### config.mk
export PLATFORM = sky130hd
export DESIGN_NAME = bb_avg
export DESIGN_NICKNAME = d
export VERILOG_FILES = /design/src/rtl/box_blur_3x3_macros.svh /design/src/rtl/bb_pkg.sv /design/src/rtl/bb_avg.sv
export SDC_FILE = /design/constraint.sdc
export NUM_CORES = 2
export LEC_CHECK = 0
export BUFFER_PORTS_ARGS = -buffer_cell sky130_fd_sc_hd__buf_4
export CORE_MARGIN = 2
export CORE_UTILIZATION = 35
export CTS_CLUSTER_SIZE = 14
export DETAILED_ROUTE_END_ITERATION = 16
export GPL_TIMING_DRIVEN = 0
export PLACE_DENSITY = 0.58
export RECOVER_POWER = 25
export SYNTH_ARGS = -nofsm -noshare
export SYNTH_HDL_FRONTEND = slang
export SYNTH_SLANG_ARGS = --single-unit
### constraint.sdc
create_clock -name clk_i -period 11.3 [get_ports clk_i]
set_clock_uncertainty 0.05 [all_clocks]
set_input_delay 0.565 -clock clk_i [delete_from_list [all_inputs] [get_ports clk_i]]
set_output_delay 0.565 -clock clk_i [all_outputs]
set_load 0.005 [all_outputs]
### src/rtl/box_blur_3x3_macros.svh
// Assertion helpers for the box blur block.
// Both sample on clk_i and are muted while rst_ni is low.
`ifndef BOX_BLUR_3X3_MACROS_SVH
`define BOX_BLUR_3X3_MACROS_SVH

// Property must hold at every sampled edge.
`define BB_ASSERT(lbl, prop, msg) \
  lbl: assert property (@(posedge clk_i) disable iff (!rst_ni) prop) else $error(msg);

// Condition must never be seen true.
`define BB_NEVER(lbl, cond, msg) \
  lbl: assert property (@(posedge clk_i) disable iff (!rst_ni) !(cond)) else $error(msg);

`endif

### src/rtl/bb_pkg.sv
`timescale 1ns / 1ps
`default_nettype none

package bb_pkg;

  localparam int PIX_W   = 8;
  localparam int FW_W    = 12;   // frame_width register
  localparam int FH_W    = 16;   // frame_height register, row counter
  localparam int OCOL_W  = 11;
  localparam int SUM_W   = 12;   // nine 8-bit samples
  localparam int NUM_W   = SUM_W + 1;
  localparam int CNT_W   = 4;    // neighbour count, 1..9
  localparam int RCP_W   = 20;
  localparam int RCP_SH  = 20;

  localparam int CFG_IDX_W  = 1;
  localparam int CFG_DATA_W = 16;

  localparam logic [CFG_IDX_W-1:0] REG_FRAME_WIDTH  = 1'b0;
  localparam logic [CFG_IDX_W-1:0] REG_FRAME_HEIGHT = 1'b1;

  localparam logic [FW_W-1:0] FW_RESET = 12'd640;
  localparam logic [FH_W-1:0] FH_RESET = 16'd480;

  typedef struct packed {
    logic [PIX_W-1:0] pixel_red;
    logic [PIX_W-1:0] pixel_green;
    logic [PIX_W-1:0] pixel_blue;
  } pix_t;

  typedef struct packed {
    logic [FH_W-1:0]   out_row;
    logic [OCOL_W-1:0] out_col;
    logic [PIX_W-1:0]  out_red;
    logic [PIX_W-1:0]  out_green;
    logic [PIX_W-1:0]  out_blue;
    logic              run_last;
    logic              frame_done;
  } res_t;

  // Which window rows / columns belong to the current output's neighbourhood
  typedef struct packed {
    logic [2:0] row_ok;
    logic [2:0] col_ok;
  } bb_sel_t;

  typedef enum logic [3:0] {
    ST_IDLE = 4'b0001,
    ST_RD   = 4'b0010,
    ST_SUM  = 4'b0100,
    ST_MUL  = 4'b1000
  } bb_state_e;

  // ceil(2^20 / (2n)); exact quotient for numerators below 2^13
  function automatic logic [RCP_W-1:0] bb_recip(input logic [CNT_W-1:0] n);
    logic [RCP_W-1:0] m;
    case (n)
      4'd1:    m = 20'd524288;
      4'd2:    m = 20'd262144;
      4'd3:    m = 20'd174763;
      4'd4:    m = 20'd131072;
      4'd6:    m = 20'd87382;
      4'd9:    m = 20'd58255;
      default: m = 20'd524288;
    endcase
    return m;
  endfunction

endpackage

`default_nettype wire

### src/rtl/bb_avg.sv
`timescale 1ns / 1ps
`default_nettype none

module bb_avg
  import bb_pkg::*;
(
  input  wire logic               clk_i,
  input  wire logic               load_i,
  input  wire bb_sel_t            sel_i,
  input  wire pix_t [2:0][2:0]    win_i,
  output pix_t                    avg_o
);

  logic [SUM_W-1:0] sum_r_d, sum_g_d, sum_b_d;
  logic [SUM_W-1:0] sum_r_q, sum_g_q, sum_b_q;
  logic [CNT_W-1:0] n_d, n_q;
  logic [1:0]       nr, nc;
  logic [NUM_W-1:0] num_r, num_g, num_b;
  logic [RCP_W-1:0] rcp;
  logic [NUM_W+RCP_W-1:0] prod_r, prod_g, prod_b;

  // masked sums over the window
  always_comb begin
    sum_r_d = '0;
    sum_g_d = '0;
    sum_b_d = '0;
    for (int s = 0; s < 3; s++) begin
      for (int t = 0; t < 3; t++) begin
        if (sel_i.row_ok[s] && sel_i.col_ok[t]) begin
          sum_r_d = sum_r_d + SUM_W'(win_i[s][t].pixel_red);
          sum_g_d = sum_g_d + SUM_W'(win_i[s][t].pixel_green);
          sum_b_d = sum_b_d + SUM_W'(win_i[s][t].pixel_blue);
        end
      end
    end
    nr  = 2'(sel_i.row_ok[0]) + 2'(sel_i.row_ok[1]) + 2'(sel_i.row_ok[2]);
    nc  = 2'(sel_i.col_ok[0]) + 2'(sel_i.col_ok[1]) + 2'(sel_i.col_ok[2]);
    n_d = CNT_W'(nr) * CNT_W'(nc);
  end

  always_ff @(posedge clk_i) begin
    if (load_i) begin
      sum_r_q <= sum_r_d;
      sum_g_q <= sum_g_d;
      sum_b_q <= sum_b_d;
      n_q     <= n_d;
    end
  end

  // (2*sum + n) / (2n) by reciprocal multiply
  always_comb begin
    rcp    = bb_recip(n_q);
    num_r  = {sum_r_q, 1'b0} + NUM_W'(n_q);
    num_g  = {sum_g_q, 1'b0} + NUM_W'(n_q);
    num_b  = {sum_b_q, 1'b0} + NUM_W'(n_q);
    prod_r = (NUM_W+RCP_W)'(num_r) * (NUM_W+RCP_W)'(rcp);
    prod_g = (NUM_W+RCP_W)'(num_g) * (NUM_W+RCP_W)'(rcp);
    prod_b = (NUM_W+RCP_W)'(num_b) * (NUM_W+RCP_W)'(rcp);
    avg_o.pixel_red   = prod_r[RCP_SH +: PIX_W];
    avg_o.pixel_green = prod_g[RCP_SH +: PIX_W];
    avg_o.pixel_blue  = prod_b[RCP_SH +: PIX_W];
  end

endmodule

`default_nettype wire

==> impl_summary.txt <==
----------------------------------------------------
[CTS]
  TritonCTS clock tree ... built
  TritonCTS Sinks ... 40
  Post-CTS Repair Setup Buffers ... 0
  Clock root buffer master ... clkbuf_16
  Largest buffer count on any clock path ... 2
  Number of buffers created by CTS ... 5
  CTS HTree Levels ... 2
  Clock slew at the register clock pins of the worst setup and hold paths ... 60 ps

[Detailed routing]
  Routed wire length ... 89,490 um
  Drt drc ... 0
  Number of DRC markers in iteration 0 ... 1,277
  Detailed Routing Iterations Pass 1 ... 5
  Total via count in the routed design ... 23,642
  Post-route ant nets ... 0
  Drt wl/cell ... 18.85 um
  Via density per instance ... 4.980

[Placement]
  Standard cell area after detailed placement ... 32,270 um2
  Global placement routability congestion ... ~0.96
  Detailed placer's ending HPWL ... 81,460 um
  Number of cells in the design after placement ... 4,736
  Buffers added on ports ... 247

[Critical path]
  Required arrival time at the worst endpoint ... between 10,000 and 15,000 ps
  Endpoint class of the critical path ... flip-flop
  Most repeated library cell on the critical path ... ha_1
  Slowest cell on crit path ... fa_1
  Startpoint kind of the worst setup timing path ... input port
  Worst endpoint data arrival time ... 10,350 ps
  Type of the setup path with the least slack ... input port to flip-flop
  Largest driver fanout on the critical path ... 15
  Biggest cell delay along the critical path ... about 420 ps

[Synth]
  Sequential element share of the synthesized area ... 4.141%
  Avg Cell Area, Syn ... 8.511 um2
  Most used DFF post-synth ... edfxtp_1
  FFs w/ async S/R, synth ... 0%
  Number of register bits inferred by synthesis ... 40
  Yosys warning total ... 0
  Netlist cell types ... between 90 and 100
  Cell Area, Synth ... 29,010 um2
  Count of flip-flops with a built-in enable after synthesis ... 40
  Instance count of the mapped netlist ... approximately 3,400

[Status]
  Status ... finished, violations left
  Failing checks ... capacitance limit, slew limit

[Hold path]
  Number of cells on the worst hold path ... 3
  Hold EP ... sum_g_q[0]$_DFFE_PP_
  Startpoint of the worst hold path ... win_i[200]
  Class of the tightest hold or removal check ... input port to flip-flop

[Pwr]
  Power density over the cells ... around 180 nW/um2
  Peak VDD IR ... roughly 0.17 mV
  Static leakage power ... about 16 nW

[STA]
  Final worst-path cycle share ... 91.98%
  Headroom to the max-slew limit ... -37.04%
  Number of setup violations in the final report ... 0
  Minimum clock period ... between 10,000 and 15,000 ps
  Final total negative setup slack ... 0 ps
  Worst slew pin tran ... 2056 ps
  Maximum achievable frequency ... 96.22 MHz
  Setup repair after global routing missed its margin ... no
  Hold violation count in the final report ... 0
  Max Transition Viols Final ... 41

[Floorplan]
  Site Rows ... 105
  Y dimension of the die ... 291.9 um
  Area of the core ... 82,110 um2
  Top-Level Pins ... 248
  Initial core utilization ... 35.32%
  Horizontal die dimension ... 291.9 um
  Overall die area ... ~85,000 um2

[Global route]
  Vias in the first global route ... roughly 24,000
  Wire length of the first global-routing pass ... 138,600 um
  Maximum number of pins on one net before global-route repair ... 41
  Total routing resource utilization after global routing ... 21.21%
  Antenna violations before repair ... 15
  Global-route congestion overflow total ... 0

[Cells and area]
  Final design utilization ... 39.51%
  Net count of the finished layout ... 4,738
  Fraction of final layout cells sized beyond drive strength 1 ... 9.997%
  Final std cells w/o fill ... 4,747
  Post-Layout Inst Area ... 32,440 um2
  Layout area overhead ... 11.84%

[Run]
  Max Cap Violations ... 1

----------------------------------------------------
[logic make-up after synthesis]
group | count (synthesis) | synth area share (%)
adder cells (fa/ha/maj) | 847 | 48.91
AND/OR/NAND/NOR | 819 | 13.11
buffers and inverters | 758 | 9.852
AO/OA/AOI/OAI | 668 | 14.82
XOR/XNOR | 216 | 6.949
multiplexers | 58 | 2.196
flip-flops | 40 | 4.141
other | 2 | 0.02589
[state kept, by name (all words and copies together), names as in the netlist]
signal	count
n_q	4
sum_b_q	12
sum_r_q	12
sum_g_q	12
[worst max path at each step]
stage	depth (start not counted)	end	start	slack, ps
floorplan	49	sum_g_q[11]$_DFFE_PP_	sel_i[0]	2040
global placement	51	sum_b_q[10]$_DFFE_PP_	sel_i[0]	30
detailed placement	51	sum_b_q[10]$_DFFE_PP_	sel_i[0]	-70
CTS	51	sum_b_q[10]$_DFFE_PP_	sel_i[0]	230
global route	54	sum_r_q[10]$_DFFE_PP_	sel_i[0]	90
finish	50	sum_b_q[11]$_DFFE_PP_	sel_i[0]	910
[Yosys cell counts, types with 55 or more instances]
library cell / count / area share (%)
o21ai_0: 136 / 2.3
inv_1: 681 / 8.8
nor2_1: 285 / 3.7
ha_1: 365 / 16
nand2_1: 232 / 3.0
nor2b_1: 55 / 1.2
a21oi_1: 198 / 3.4
xnor2_1: 148 / 4.5
a21o_1: 67 / 1.7
xor2_1: 56 / 1.7
clkbuf_1: 65 / 0.84
fa_1: 479 / 33
[placed cells by master, fill, tap and decap left out, types with 49 or more instances in the layout]
cell type / instances
xnor2_1: 148
nand2_1: 232
inv_1: 681
ha_1: 365
o21ai_0: 135
nor2b_1: 55
nor2_1: 285
xor2_1: 56
nand2b_1: 49
a21o_1: 67
buf_4: 249
clkbuf_1: 61
a21oi_1: 198
fa_1: 479
[layout make-up]
type	instances	area, um2
clock inverter	3	46.29
fill	8455	49670
clock buffer	5	125.1
multi-input combinational	2620	25000
timing repair buffer	248	1866
antenna	6	15.01
tap	1070	1339
buffer	71	281.5
sequential	40	1201
inverter	684	2567
[worst max-delay path, delay by kind of cell]
family	cells	cell delay, ps
and+or+nand+nor	9	1210
buffers and inverters	5	810
xor gates and xnor gates	3	360
muxes	1	100
adders and majority gates	9	2830
AOI/OAI and AO/OA	23	4440
[stage by stage]
stage | setup slack, ps | power, W | hold slack [ps]
global route | 94.04 | 0.006498 | 709.6
detailed placement | -70.42 | 0.005599 | 964.3
finish | 906.8 | 0.005734 | 679.9
CTS | 226.6 | 0.005821 | 663.9
global placement | 28.44 | 0.005557 | 961.7
floorplan | 2039 | 0.003906 | 627.5
[power by group]
part           internal, W  leakage [nW]  total, W  switching (W)
combinational      0.00236          15.7   0.00532        0.00296
clock             0.000105        0.0805  0.000163      0.0000579
sequential        0.000214         0.388  0.000252      0.0000377
total              0.00268          16.1   0.00573        0.00305
[timing repair]
| action | in CTS | in global routing |
|---|---|---|
| setup endpoints to repair | 0 | 13 |
| gates resized for setup | 0 | 5 |
| hold buffers | 0 | 0 |
[layer usage]
metal	vias to the layer above	GRT usage, %	wire [um]
met4	18	6.789	3011
li1	11578	-	-
met1	11316	27.13	37850
met5	-	0	118
met2	598	37.21	43600
met3	132	2.489	4910
No activity file was read; power rests on OpenSTA's default activity.
